### src/hdl/sprite_sheet_frame_animator_core_assert.svh
// Assertion macros shared by the RTL of the frame animator.
`ifndef SPRITE_SHEET_FRAME_ANIMATOR_CORE_ASSERT_SVH
`define SPRITE_SHEET_FRAME_ANIMATOR_CORE_ASSERT_SVH

// Same-cycle implication, checked at every rising edge outside reset.
`define SSFA_ASSERT_SAME(lbl, ante, cons, msg) \
   lbl: assert property (@(posedge clock) disable iff (reset) (ante) |-> (cons)) \
      else $error(msg);

// Next-cycle implication, checked at every rising edge outside reset.
`define SSFA_ASSERT_NEXT(lbl, ante, cons, msg) \
   lbl: assert property (@(posedge clock) disable iff (reset) (ante) |=> (cons)) \
      else $error(msg);

`endif

### src/hdl/ssfa_pkg.sv
package ssfa_pkg;

   localparam int MAX_FRAMES = 1024;
   localparam int FRAC_BITS  = 16;
   localparam int RATE_W     = 16;
   localparam int RATE_FRAC  = 8;
   localparam int DT_W       = 16;
   localparam int FRAME_W    = $clog2(MAX_FRAMES);
   localparam int COUNT_W    = FRAME_W + 1;
   localparam int WHOLE_W    = RATE_W - RATE_FRAC + 1;
   localparam int ACC_W      = WHOLE_W + FRAC_BITS;
   localparam int DIV_W      = COUNT_W;
   localparam int DIV_CNT_W  = $clog2(DIV_W);
   localparam int PITCH_W    = 13;
   localparam int ORIGIN_W   = 22;
   localparam int EVENTS_W   = 8;
   localparam int PROD_W     = RATE_W + DT_W;
   localparam int MX_W       = PITCH_W + FRAME_W;
   localparam int STEP_W     = $clog2(DT_W + 1);
   localparam int MODE_W     = 2;
   localparam int ADDR_W     = 5;
   localparam int DATA_W     = 32;
   localparam int IDX_W      = 3;

   localparam logic [MODE_W-1:0] MODE_NONE   = 2'd0;
   localparam logic [MODE_W-1:0] MODE_TICK   = 2'd1;
   localparam logic [MODE_W-1:0] MODE_SECOND = 2'd2;

   localparam logic [IDX_W-1:0] REG_MODE      = 3'd0;
   localparam logic [IDX_W-1:0] REG_RATE      = 3'd1;
   localparam logic [IDX_W-1:0] REG_PITCH_X   = 3'd2;
   localparam logic [IDX_W-1:0] REG_PITCH_Y   = 3'd3;
   localparam logic [IDX_W-1:0] REG_COUNT     = 3'd4;
   localparam logic [IDX_W-1:0] REG_PER_ROW   = 3'd5;
   localparam logic [IDX_W-1:0] REG_START     = 3'd6;

   typedef enum logic [6:0] {
      ST_IDLE = 7'b0000001,
      ST_MUL  = 7'b0000010,
      ST_ACC  = 7'b0000100,
      ST_WRAP = 7'b0001000,
      ST_POS  = 7'b0010000,
      ST_ORG  = 7'b0100000,
      ST_DONE = 7'b1000000
   } state_type;

   typedef struct packed {
      logic             start;
      logic [DIV_W-1:0] dividend;
      logic [DIV_W-1:0] divisor;
   } div_req_type;

   typedef struct packed {
      logic done;
   } div_status_type;

endpackage

### src/hdl/ssfa_div.sv
module ssfa_div (
   input  logic                        clock,
   input  logic                        reset,
   input  ssfa_pkg::div_req_type       req,
   output ssfa_pkg::div_status_type    status,
   output logic [ssfa_pkg::DIV_W-1:0]  quot,
   output logic [ssfa_pkg::DIV_W-1:0]  rem
);

   logic [ssfa_pkg::DIV_W-1:0]     rem_ff, rem_in;
   logic [ssfa_pkg::DIV_W-1:0]     quo_ff;
   logic [ssfa_pkg::DIV_W-1:0]     dsr_ff;
   logic [ssfa_pkg::DIV_CNT_W-1:0] cnt_ff;
   logic                           busy_ff;
   logic                           done_ff;
   logic [ssfa_pkg::DIV_W:0]       part;
   logic [ssfa_pkg::DIV_W-1:0]     diff;
   logic                           fits;

   // Restoring division, one quotient bit per cycle, MSB first.
   always_comb begin
      part   = {rem_ff, quo_ff[ssfa_pkg::DIV_W-1]};
      diff   = part[ssfa_pkg::DIV_W-1:0] - dsr_ff;
      fits   = (part >= {1'b0, dsr_ff});
      rem_in = fits ? diff : part[ssfa_pkg::DIV_W-1:0];
   end

   always_ff @(posedge clock) begin
      if (reset) begin
         busy_ff <= 1'b0;
         done_ff <= 1'b0;
         cnt_ff  <= '0;
      end else begin
         done_ff <= 1'b0;
         if (req.start) begin
            busy_ff <= 1'b1;
            cnt_ff  <= ssfa_pkg::DIV_CNT_W'(ssfa_pkg::DIV_W - 1);
         end else if (busy_ff) begin
            if (cnt_ff == '0) begin
               busy_ff <= 1'b0;
               done_ff <= 1'b1;
            end else begin
               cnt_ff <= cnt_ff - 1'b1;
            end
         end
      end
   end

   always_ff @(posedge clock) begin
      if (req.start) begin
         rem_ff <= '0;
         quo_ff <= req.dividend;
         dsr_ff <= req.divisor;
      end else if (busy_ff) begin
         rem_ff <= rem_in;
         quo_ff <= {quo_ff[ssfa_pkg::DIV_W-2:0], fits};
      end
   end

   assign status.done = done_ff;
   assign quot        = quo_ff;
   assign rem         = rem_ff;

endmodule

### src/hdl/sprite_sheet_frame_animator_core.sv
// Channel  | Direction | Handshake            | Payload
// req      | in        | req_valid/req_stall  | req_delta_time
// rsp      | out       | rsp_valid/rsp_stall  | rsp_frame_index, rsp_origin_x, rsp_origin_y,
//          |           |                      | rsp_advanced, rsp_end_events
// csr      | in/out    | csr_psel/csr_penable | csr_paddr, csr_pwdata, csr_prdata
//
// One transaction at a time.
// Per-second mode adds a bit-serial rate times time multiply; each serial divide (wrap, only
// when the frame moves, then row/column) adds its own steps; origins are shift-add products.
// Reset is synchronous; it clears the accumulator and frame and resets the registers.
// A finished result waits in the output register while rsp_stall is high;
// the next transaction is accepted meanwhile.
`include "sprite_sheet_frame_animator_core_assert.svh"

module sprite_sheet_frame_animator_core (
   input  logic                              clock,
   input  logic                              reset,
   input  logic                              req_valid,
   output logic                              req_stall,
   input  logic [ssfa_pkg::DT_W-1:0]         req_delta_time,
   output logic                              rsp_valid,
   input  logic                              rsp_stall,
   output logic [ssfa_pkg::FRAME_W-1:0]      rsp_frame_index,
   output logic [ssfa_pkg::ORIGIN_W-1:0]     rsp_origin_x,
   output logic [ssfa_pkg::ORIGIN_W-1:0]     rsp_origin_y,
   output logic                              rsp_advanced,
   output logic [ssfa_pkg::EVENTS_W-1:0]     rsp_end_events,
   input  logic                              csr_psel,
   input  logic                              csr_penable,
   input  logic                              csr_pwrite,
   input  logic [ssfa_pkg::ADDR_W-1:0]       csr_paddr,
   input  logic [ssfa_pkg::DATA_W-1:0]       csr_pwdata,
   output logic [ssfa_pkg::DATA_W-1:0]       csr_prdata,
   output logic                              csr_pready
);

   // configuration
   logic [ssfa_pkg::MODE_W-1:0]   mode_ff;
   logic [ssfa_pkg::RATE_W-1:0]   rate_ff;
   logic [ssfa_pkg::PITCH_W-1:0]  pitch_x_ff;
   logic [ssfa_pkg::PITCH_W-1:0]  pitch_y_ff;
   logic [ssfa_pkg::COUNT_W-1:0]  count_ff;
   logic [ssfa_pkg::COUNT_W-1:0]  per_row_ff;
   logic [ssfa_pkg::FRAME_W-1:0]  start_ff;

   // animation state and control
   ssfa_pkg::state_type           state_ff, state_in;
   logic [ssfa_pkg::ACC_W-1:0]    acc_ff;
   logic [ssfa_pkg::FRAME_W-1:0]  cur_ff;
   logic [ssfa_pkg::STEP_W-1:0]   step_ff;
   logic                          rsp_valid_ff;

   // serial datapath
   logic [ssfa_pkg::PROD_W-1:0]   prod_ff;
   logic [ssfa_pkg::MX_W-1:0]     px_ff;
   logic [ssfa_pkg::MX_W-1:0]     py_ff;
   logic                          adv_ff;
   logic [ssfa_pkg::EVENTS_W-1:0] events_ff;

   // output register
   logic [ssfa_pkg::FRAME_W-1:0]  out_frame_ff;
   logic [ssfa_pkg::ORIGIN_W-1:0] out_x_ff;
   logic [ssfa_pkg::ORIGIN_W-1:0] out_y_ff;
   logic                          out_adv_ff;
   logic [ssfa_pkg::EVENTS_W-1:0] out_events_ff;

   logic                          wr_en;
   logic [ssfa_pkg::IDX_W-1:0]    wr_idx;
   logic [ssfa_pkg::COUNT_W-1:0]  count_eff;
   logic [ssfa_pkg::COUNT_W-1:0]  per_row_eff;
   logic                          active;
   logic [ssfa_pkg::ACC_W-1:0]    inc;
   logic [ssfa_pkg::ACC_W-1:0]    acc_sum;
   logic [ssfa_pkg::WHOLE_W-1:0]  whole;
   logic                          do_wrap;
   logic                          req_fire;
   logic                          rsp_fire;
   logic                          out_free;
   logic [ssfa_pkg::RATE_W:0]     mul_sum;
   logic [ssfa_pkg::PITCH_W:0]    px_sum;
   logic [ssfa_pkg::PITCH_W:0]    py_sum;

   ssfa_pkg::div_req_type         div_req;
   ssfa_pkg::div_status_type      div_status;
   logic [ssfa_pkg::DIV_W-1:0]    div_quot;
   logic [ssfa_pkg::DIV_W-1:0]    div_rem;

   ssfa_div u_div (
      .clock  (clock),
      .reset  (reset),
      .req    (div_req),
      .status (div_status),
      .quot   (div_quot),
      .rem    (div_rem)
   );

   assign wr_en      = csr_psel & csr_penable & csr_pwrite;
   assign wr_idx     = csr_paddr[ssfa_pkg::ADDR_W-1:2];
   assign csr_pready = 1'b1;

   always_comb begin
      case (wr_idx)
         ssfa_pkg::REG_MODE:    csr_prdata = ssfa_pkg::DATA_W'(mode_ff);
         ssfa_pkg::REG_RATE:    csr_prdata = ssfa_pkg::DATA_W'(rate_ff);
         ssfa_pkg::REG_PITCH_X: csr_prdata = ssfa_pkg::DATA_W'(pitch_x_ff);
         ssfa_pkg::REG_PITCH_Y: csr_prdata = ssfa_pkg::DATA_W'(pitch_y_ff);
         ssfa_pkg::REG_COUNT:   csr_prdata = ssfa_pkg::DATA_W'(count_ff);
         ssfa_pkg::REG_PER_ROW: csr_prdata = ssfa_pkg::DATA_W'(per_row_ff);
         ssfa_pkg::REG_START:   csr_prdata = ssfa_pkg::DATA_W'(start_ff);
         default:               csr_prdata = '0;
      endcase
   end

   // clamp frame count to 1..MAX_FRAMES, row length to at least 1
   always_comb begin
      if (count_ff == '0) begin
         count_eff = ssfa_pkg::COUNT_W'(1);
      end else if (count_ff > ssfa_pkg::COUNT_W'(ssfa_pkg::MAX_FRAMES)) begin
         count_eff = ssfa_pkg::COUNT_W'(ssfa_pkg::MAX_FRAMES);
      end else begin
         count_eff = count_ff;
      end
      per_row_eff = (per_row_ff == '0) ? ssfa_pkg::COUNT_W'(1) : per_row_ff;
   end

   always_comb begin
      case (mode_ff)
         ssfa_pkg::MODE_TICK: begin
            active = 1'b1;
            inc    = ssfa_pkg::ACC_W'(rate_ff) << (ssfa_pkg::FRAC_BITS - ssfa_pkg::RATE_FRAC);
         end
         ssfa_pkg::MODE_SECOND: begin
            active = 1'b1;
            inc    = ssfa_pkg::ACC_W'(prod_ff >>
                     (ssfa_pkg::RATE_FRAC + ssfa_pkg::DT_W - ssfa_pkg::FRAC_BITS));
         end
         default: begin
            active = 1'b0;
            inc    = '0;
         end
      endcase
      acc_sum = acc_ff + inc;
      whole   = acc_sum[ssfa_pkg::ACC_W-1:ssfa_pkg::FRAC_BITS];
      do_wrap = active & (whole != '0);
   end

   // shift-add steps: add the multiplicand when the low bit is set, then shift right
   always_comb begin
      mul_sum = {1'b0, prod_ff[ssfa_pkg::PROD_W-1:ssfa_pkg::DT_W]}
              + (prod_ff[0] ? {1'b0, rate_ff} : '0);
      px_sum  = {1'b0, px_ff[ssfa_pkg::MX_W-1:ssfa_pkg::FRAME_W]}
              + (px_ff[0] ? {1'b0, pitch_x_ff} : '0);
      py_sum  = {1'b0, py_ff[ssfa_pkg::MX_W-1:ssfa_pkg::FRAME_W]}
              + (py_ff[0] ? {1'b0, pitch_y_ff} : '0);
   end

   assign req_stall = (state_ff != ssfa_pkg::ST_IDLE);
   assign req_fire  = req_valid & ~req_stall;
   assign rsp_fire  = rsp_valid_ff & ~rsp_stall;
   assign out_free  = ~rsp_valid_ff | ~rsp_stall;

   always_comb begin
      div_req.start    = 1'b0;
      div_req.dividend = ssfa_pkg::DIV_W'(cur_ff);
      div_req.divisor  = per_row_eff;
      case (state_ff)
         ssfa_pkg::ST_ACC: begin
            div_req.start = 1'b1;
            if (do_wrap) begin
               div_req.dividend = ssfa_pkg::DIV_W'(cur_ff) + ssfa_pkg::DIV_W'(whole);
               div_req.divisor  = count_eff;
            end
         end
         ssfa_pkg::ST_WRAP: begin
            div_req.start    = div_status.done;
            div_req.dividend = ssfa_pkg::DIV_W'(div_rem[ssfa_pkg::FRAME_W-1:0]);
         end
         default: begin
            div_req.start = 1'b0;
         end
      endcase
   end

   always_comb begin
      state_in = state_ff;
      case (state_ff)
         ssfa_pkg::ST_IDLE: begin
            if (req_fire) begin
               state_in = (mode_ff == ssfa_pkg::MODE_SECOND) ? ssfa_pkg::ST_MUL
                                                             : ssfa_pkg::ST_ACC;
            end
         end
         ssfa_pkg::ST_MUL: begin
            if (step_ff == '0) begin
               state_in = ssfa_pkg::ST_ACC;
            end
         end
         ssfa_pkg::ST_ACC: begin
            state_in = do_wrap ? ssfa_pkg::ST_WRAP : ssfa_pkg::ST_POS;
         end
         ssfa_pkg::ST_WRAP: begin
            if (div_status.done) begin
               state_in = ssfa_pkg::ST_POS;
            end
         end
         ssfa_pkg::ST_POS: begin
            if (div_status.done) begin
               state_in = ssfa_pkg::ST_ORG;
            end
         end
         ssfa_pkg::ST_ORG: begin
            if (step_ff == '0) begin
               state_in = ssfa_pkg::ST_DONE;
            end
         end
         ssfa_pkg::ST_DONE: begin
            if (out_free) begin
               state_in = ssfa_pkg::ST_IDLE;
            end
         end
         default: begin
            state_in = ssfa_pkg::ST_IDLE;
         end
      endcase
   end

   always_ff @(posedge clock) begin
      if (reset) begin
         state_ff     <= ssfa_pkg::ST_IDLE;
         mode_ff      <= ssfa_pkg::MODE_NONE;
         rate_ff      <= '0;
         pitch_x_ff   <= '0;
         pitch_y_ff   <= '0;
         count_ff     <= ssfa_pkg::COUNT_W'(1);
         per_row_ff   <= ssfa_pkg::COUNT_W'(1);
         start_ff     <= '0;
         acc_ff       <= '0;
         cur_ff       <= '0;
         step_ff      <= '0;
         rsp_valid_ff <= 1'b0;
      end else begin
         state_ff <= state_in;

         if (wr_en) begin
            case (wr_idx)
               ssfa_pkg::REG_MODE:    mode_ff    <= csr_pwdata[ssfa_pkg::MODE_W-1:0];
               ssfa_pkg::REG_RATE:    rate_ff    <= csr_pwdata[ssfa_pkg::RATE_W-1:0];
               ssfa_pkg::REG_PITCH_X: pitch_x_ff <= csr_pwdata[ssfa_pkg::PITCH_W-1:0];
               ssfa_pkg::REG_PITCH_Y: pitch_y_ff <= csr_pwdata[ssfa_pkg::PITCH_W-1:0];
               ssfa_pkg::REG_COUNT:   count_ff   <= csr_pwdata[ssfa_pkg::COUNT_W-1:0];
               ssfa_pkg::REG_PER_ROW: per_row_ff <= csr_pwdata[ssfa_pkg::COUNT_W-1:0];
               ssfa_pkg::REG_START: begin
                  start_ff <= csr_pwdata[ssfa_pkg::FRAME_W-1:0];
                  cur_ff   <= csr_pwdata[ssfa_pkg::FRAME_W-1:0];
               end
               default: begin
               end
            endcase
         end

         case (state_ff)
            ssfa_pkg::ST_IDLE: begin
               step_ff <= ssfa_pkg::STEP_W'(ssfa_pkg::DT_W - 1);
            end
            ssfa_pkg::ST_MUL: begin
               step_ff <= step_ff - 1'b1;
            end
            ssfa_pkg::ST_ACC: begin
               // drop the integer part once it moves the frame
               if (do_wrap) begin
                  acc_ff <= {{ssfa_pkg::WHOLE_W{1'b0}}, acc_sum[ssfa_pkg::FRAC_BITS-1:0]};
               end else if (active) begin
                  acc_ff <= acc_sum;
               end
            end
            ssfa_pkg::ST_WRAP: begin
               if (div_status.done) begin
                  cur_ff <= div_rem[ssfa_pkg::FRAME_W-1:0];
               end
            end
            ssfa_pkg::ST_POS: begin
               step_ff <= ssfa_pkg::STEP_W'(ssfa_pkg::FRAME_W - 1);
            end
            ssfa_pkg::ST_ORG: begin
               step_ff <= step_ff - 1'b1;
            end
            default: begin
            end
         endcase

         if (state_ff == ssfa_pkg::ST_DONE && out_free) begin
            rsp_valid_ff <= 1'b1;
         end else if (rsp_fire) begin
            rsp_valid_ff <= 1'b0;
         end
      end
   end

   always_ff @(posedge clock) begin
      case (state_ff)
         ssfa_pkg::ST_IDLE: begin
            prod_ff <= {{ssfa_pkg::RATE_W{1'b0}}, req_delta_time};
         end
         ssfa_pkg::ST_MUL: begin
            prod_ff <= {mul_sum, prod_ff[ssfa_pkg::DT_W-1:1]};
         end
         ssfa_pkg::ST_ACC: begin
            adv_ff    <= do_wrap;
            events_ff <= '0;
         end
         ssfa_pkg::ST_WRAP: begin
            if (div_status.done) begin
               // saturate the wrap count
               events_ff <= (|div_quot[ssfa_pkg::DIV_W-1:ssfa_pkg::EVENTS_W])
                          ? {ssfa_pkg::EVENTS_W{1'b1}} : div_quot[ssfa_pkg::EVENTS_W-1:0];
            end
         end
         ssfa_pkg::ST_POS: begin
            px_ff <= {{ssfa_pkg::PITCH_W{1'b0}}, div_rem[ssfa_pkg::FRAME_W-1:0]};
            py_ff <= {{ssfa_pkg::PITCH_W{1'b0}}, div_quot[ssfa_pkg::FRAME_W-1:0]};
         end
         ssfa_pkg::ST_ORG: begin
            px_ff <= {px_sum, px_ff[ssfa_pkg::FRAME_W-1:1]};
            py_ff <= {py_sum, py_ff[ssfa_pkg::FRAME_W-1:1]};
         end
         default: begin
         end
      endcase

      if (state_ff == ssfa_pkg::ST_DONE && out_free) begin
         out_frame_ff  <= cur_ff;
         out_x_ff      <= (|px_ff[ssfa_pkg::MX_W-1:ssfa_pkg::ORIGIN_W])
                        ? {ssfa_pkg::ORIGIN_W{1'b1}} : px_ff[ssfa_pkg::ORIGIN_W-1:0];
         out_y_ff      <= (|py_ff[ssfa_pkg::MX_W-1:ssfa_pkg::ORIGIN_W])
                        ? {ssfa_pkg::ORIGIN_W{1'b1}} : py_ff[ssfa_pkg::ORIGIN_W-1:0];
         out_adv_ff    <= adv_ff;
         out_events_ff <= events_ff;
      end
   end

   assign rsp_valid       = rsp_valid_ff;
   assign rsp_frame_index = out_frame_ff;
   assign rsp_origin_x    = out_x_ff;
   assign rsp_origin_y    = out_y_ff;
   assign rsp_advanced    = out_adv_ff;
   assign rsp_end_events  = out_events_ff;

   `SSFA_ASSERT_SAME(a_div_done_in_div_state,
      div_status.done,
      (state_ff == ssfa_pkg::ST_WRAP) || (state_ff == ssfa_pkg::ST_POS),
      "divider finished outside a divide state")
   `SSFA_ASSERT_SAME(a_events_imply_advance,
      rsp_valid_ff && (out_events_ff != '0),
      out_adv_ff,
      "end events reported without a frame advance")
   `SSFA_ASSERT_SAME(a_idle_acc_fraction_only,
      state_ff == ssfa_pkg::ST_IDLE,
      acc_ff[ssfa_pkg::ACC_W-1:ssfa_pkg::FRAC_BITS] == '0,
      "accumulator holds an integer part while idle")
   `SSFA_ASSERT_NEXT(a_accept_starts_work,
      req_fire,
      (state_ff == ssfa_pkg::ST_MUL) || (state_ff == ssfa_pkg::ST_ACC),
      "accepted transaction did not start the datapath")

endmodule
### config.mk
export PLATFORM = sky130hd
export DESIGN_NAME = sprite_sheet_frame_animator_core
export DESIGN_NICKNAME = d
export VERILOG_FILES = /design/src/hdl/ssfa_pkg.sv /design/src/hdl/ssfa_div.sv /design/src/hdl/sprite_sheet_frame_animator_core.sv
export VERILOG_INCLUDE_DIRS = /design/src /design/src/hdl
export SDC_FILE = /design/constraint.sdc
export NUM_CORES = 1
export LEC_CHECK = 0
export ABC_AREA = 0
export ABC_CLOCK_PERIOD_IN_PS = 14980
export BUFFER_PORTS_ARGS = -buffer_cell sky130_fd_sc_hd__buf_2
export CAP_MARGIN = 30
export CORE_MARGIN = 2
export CORE_UTILIZATION = 50
export DETAILED_ROUTE_END_ITERATION = 8
export PLACE_DENSITY = 0.79
export SYNTH_ARGS = -nofsm -noshare
export SYNTH_HDL_FRONTEND = slang
export SYNTH_SLANG_ARGS = --single-unit
export TNS_END_PERCENT = 1
### constraint.sdc
create_clock -name clock -period 14.98 [get_ports clock]
set_input_delay 1.498 -clock clock [delete_from_list [all_inputs] [get_ports clock]]
set_output_delay 1.498 -clock clock [all_outputs]
set_load 0.1 [all_outputs]
==> results by stage <==
GRT:
- The total congestion overflow after global routing is 0.
- The global-route wire length before repair is 69.08 mm.
- The number of global-route vias before repair was 13520.
- The number of antenna violations at the first check in global routing is 0.
- The global-route usage over all layers is 23.65%.
- Entering global routing, the biggest net connects 94 pins.

Layout:
- The layout-stage area growth over the synthesis result is 11.63%.
- The cell area after layout is 0.01938 mm^2.
- The filler cells instantiated in the layout total 3003.
- In the final layout, the share of cells above drive strength 1 is 14.59%.
- The number of antenna diodes is 0.
- The top cell types in the final layout, fill and taps aside, are sky130_fd_sc_hd__nand2_1 (280), sky130_fd_sc_hd__nor2_1 (188), sky130_fd_sc_hd__edfxtp_1 (172).
- The final layout net count is 2112.
- The leading cell type in the layout, fill and taps excluded is sky130_fd_sc_hd__nand2_1.

Setup path:
- The category of the critical setup timing path is reg -> reg.
- Together, buffers and inverters on the worst path number 3.
- The largest fanout of any net on the critical path is 18.
- The worst endpoint data arrival time is 6190 ps.
- The maximum single-stage delay on the critical path is 450 ps.
- Data on the critical path is required at its endpoint by 15350 ps.
- The worst setup path is captured at a register.
- The kind of cell with the highest combined delay along the critical path is compound AO/OA/AOI/OAI gates.
- The largest individual stage delay along the critical path comes from the cell sky130_fd_sc_hd__fa_1.
- The most numerous cell type found on the critical path is sky130_fd_sc_hd__ha_1.
- STA classifies the critical path startpoint as a register.

Power and ir drop:
- Summing internal, switching and leakage power gives 0.002191 W.
- IR analysis of the VDD net gives a maximum drop of 0.0001022 V.
- For this design the static power due to leakage is 7.663 nW.
- Sequential cells burn 47.2% of the power.
- The internal power component is 0.001564 W.
- The clock network fraction of total power is 37.5%.
- The areal power density over the cells is 113.1 mW/mm^2.
- The share of total power consumed by net switching is 28.61%.
- The share of power burned in combinational logic is 15.3%.
- The switching power summed over all nets is 0.0006268 W.

Synth:
- Counting flops and latches in the post-synthesis netlist gives 313.
- The number of cells produced by synthesis is 1873.
- In this run, synthesis inferred 172 flip-flops with an integrated enable.
- In the synthesized netlist the async set-or-reset flop fraction comes to 0%.
- During synthesis, Yosys emitted a total of 0 warnings.
- Each instance of the synthesized netlist takes up on average 9.268 um^2.
- The post-synth design cell area is 0.01736 mm^2.
- Of the synthesized area, sequential elements account for 46.01%.
- The commonest register cell after synthesis is sky130_fd_sc_hd__edfxtp_1.
- After synthesis, the netlist uses 80 different library cells.

Clocking:
- After clock tree synthesis, the clock-pin slew on the worst setup and hold paths is 60 ps.
- The total of cells resized after clock tree synthesis is 0.
- The TritonCTS buffer count is 35.
- The buffer depth of the longest clock path is 3.
- The H-tree generated during clock tree synthesis spans 2 levels.
- In this run the clock root is driven by a sky130_fd_sc_hd__clkbuf_16.
- The number of post-CTS setup repair buffers is 0.
- Hold repair after CTS inserted 0 buffers.
- At the later pin of the worst-skew pair, clock insertion delay measures 530 ps.
- The CTS tree is done.
- The clock drives 313 sinks.

STA:
- Setup repair after global routing left no endpoint under its margin.
- The number of hold violations in the final report is 0.
- The number of max-slew violations in the final report is 0.
- In the final timing run, aggregate negative setup slack is 0 ps.
- The final critical-path setup slack is 9153 ps.
- For this run, the top clock speed supported by timing is 171.6 MHz.
- Setup violations remaining at the end of the flow were counted as 0.
- For the final database, setup skew stands at 15.81 ps.
- After layout, the minimum clock period comes to 5827 ps.
- The slew of the pin with the lowest slew margin is 967.9 ps.
- The worst pin sits at a relative slew slack of 35.40%.
- The final critical path takes up 38.90% of the cycle.

Routing:
- The routed design has 43.28 mm of wire.
- The total via count after detailed routing is 14160.
- In the routed design, unresolved DRC markers number 0.
- In the routed layout, each cell is associated on average with a via count of 5.812.
- In the final routed layout, each cell accounts on average for 17.77 um.
- The number of search-and-repair iterations in the first detailed-routing pass is 5.
- The DRC marker count from the first detailed-route iteration is 1067.
- The count of antenna-violating nets left after detailed routing is 0.

Floorplan:
- The floorplan die area is 0.03623 mm^2.
- The core footprint is 0.03437 mm^2.
- The number of top-level pins is 158.
- From bottom edge to top edge, the die measures 190.3 um.
- In this run the horizontal extent of the chip is 190.3 um.
- Once the floorplan was initialized, standard cells occupied 50.50% of the core.
- The number of standard-cell rows in the floorplan is 68.

Status:
- The flow ran to the end, and the final reports show no timing, DRC or antenna violations.

Placement:
- At the placement stage, the worst setup path has a slack of 9392 ps.
- The half-perimeter wire length after placement is 31.09 mm.
- Port buffering added 122 buffers.
- The global placer's final weighted congestion is 0.9081.
- The post-placement cell area is 0.01826 mm^2.

Job:
- The number of max-cap violations is 0.

Min path:
- The class of the tightest hold or removal check is reg -> reg.
[power groups by stage]
| stage | clock network, W | registers [W] | logic [W] |
|---|---|---|---|
| after CTS | 0.000836 | 0.00103 | 0.000332 |
| after global placement | 0 | 0.00105 | 0.000318 |
| after global routing | 0.000867 | 0.00104 | 0.000369 |
| after detailed placement | 0 | 0.00105 | 0.000330 |
| after floorplan | 0 | 0.00102 | 0.000267 |
| final | 0.000822 | 0.00103 | 0.000335 |
[routing by layer]
layer  track usage (%)  routed length (um)  up-vias  share of wire, %
li1                  -                   -     6754                 -
met1             29.47               17530     6745                41
met2             41.05               21210      526                49
met3             3.073                2742      133               6.3
met4             10.41                1787        0               4.1
met5                 0                   0        -                 0
[state kept, by name (all words and copies together), names as in the netlist, 11 cells and up]
| name | flops |
|---|---|
| per_row_ff | 11 |
| py_ff | 23 |
| u_div.dsr_ff | 11 |
| rsp_origin_x | 22 |
| u_div.quot | 11 |
| u_div.rem | 11 |
| count_ff | 11 |
| acc_ff | 25 |
| pitch_y_ff | 13 |
| prod_ff | 32 |
| pitch_x_ff | 13 |
| px_ff | 23 |
| rsp_origin_y | 22 |
| rate_ff | 16 |
[final timing paths]
path | start | cells after the start | slack [ps] | end
worst max-delay path | mode_ff[0] | 25 | 9150 | u_div.quot[8]
worst min register to register | events_ff[4] | 0 | 420 | rsp_end_events[4]
worst max register to register | mode_ff[0] | 25 | 9150 | u_div.quot[8]
worst min-delay path | events_ff[4] | 0 | 420 | rsp_end_events[4]
[cells in the mapped netlist (all sizes together), types with 8 or more instances]
cell | n | area share, %
nand4 | 8 | 0.29
nor4 | 8 | 0.29
or3 | 8 | 0.29
edfxtp | 172 | 30
a21oi | 152 | 4.5
ha | 92 | 6.6
clkbuf | 73 | 1.6
a311oi | 15 | 0.76
buf | 37 | 1.3
mux2i | 43 | 2.5
o31ai | 10 | 0.43
a22oi | 27 | 1.2
nor3 | 42 | 1.2
a21boi | 13 | 0.56
a221oi | 11 | 0.55
a211oi | 12 | 0.61
and2 | 67 | 2.4
mux2 | 25 | 1.6
nor2b | 20 | 0.72
and3 | 13 | 0.47
a211o | 8 | 0.40
o21ai | 74 | 2.1
nand2 | 282 | 6.1
nor2 | 188 | 4.1
dfxtp | 141 | 16
nand2b | 22 | 0.84
a21o | 27 | 1.2
or2 | 47 | 1.7
xor2 | 19 | 0.96
inv | 65 | 1.4
nand3 | 21 | 0.63
xnor2 | 34 | 1.7
a31oi | 11 | 0.40
nand3b | 9 | 0.39
[metrics by stage]
step / util (%) / hold WS (ps) / std cells
final: 56.38 / 421.9 / 2436
after global routing: 56.38 / 431.7 / 2436
after CTS: 56.30 / 420.0 / 2434
after detailed placement: 53.11 / 406.2 / 2370
after global placement: 52.99 / 408.7 / 2367
after floorplan: - / 400.3 / 1888
[cell families after synthesis]
logic type	Yosys count	share of synthesized area, %
DFF	313	46.01
adders and majority gates	98	7.323
buffers and inverters	177	4.361
and+or+nand+nor	752	20.28
other	2	0.04326
AOI/OAI and AO/OA	409	15.07
muxes	69	4.231
xor gates and xnor gates	53	2.674
[cell type report]
type                       count  area, um^2  area share (%)
clock inverter                19       143.9          0.7425
timing repair buffer         139       768.2           3.964
sequential                   313        7988           41.22
clock buffer                  45       954.7           4.926
inverter                      67       251.5           1.298
tap                          455       569.3           2.938
multi-input combinational   1398        8703           44.91
[worst register-to-register path: cells and delay by family (launching register included)]
family,cells,cell delay [ps]
and+or+nand+nor,5,680
buffers and inverters,3,360
AOI/OAI and AO/OA,12,2690
adders and majority gates,5,1550
DFF,1,420
Note: power is estimated with default switching activity, not from simulation.
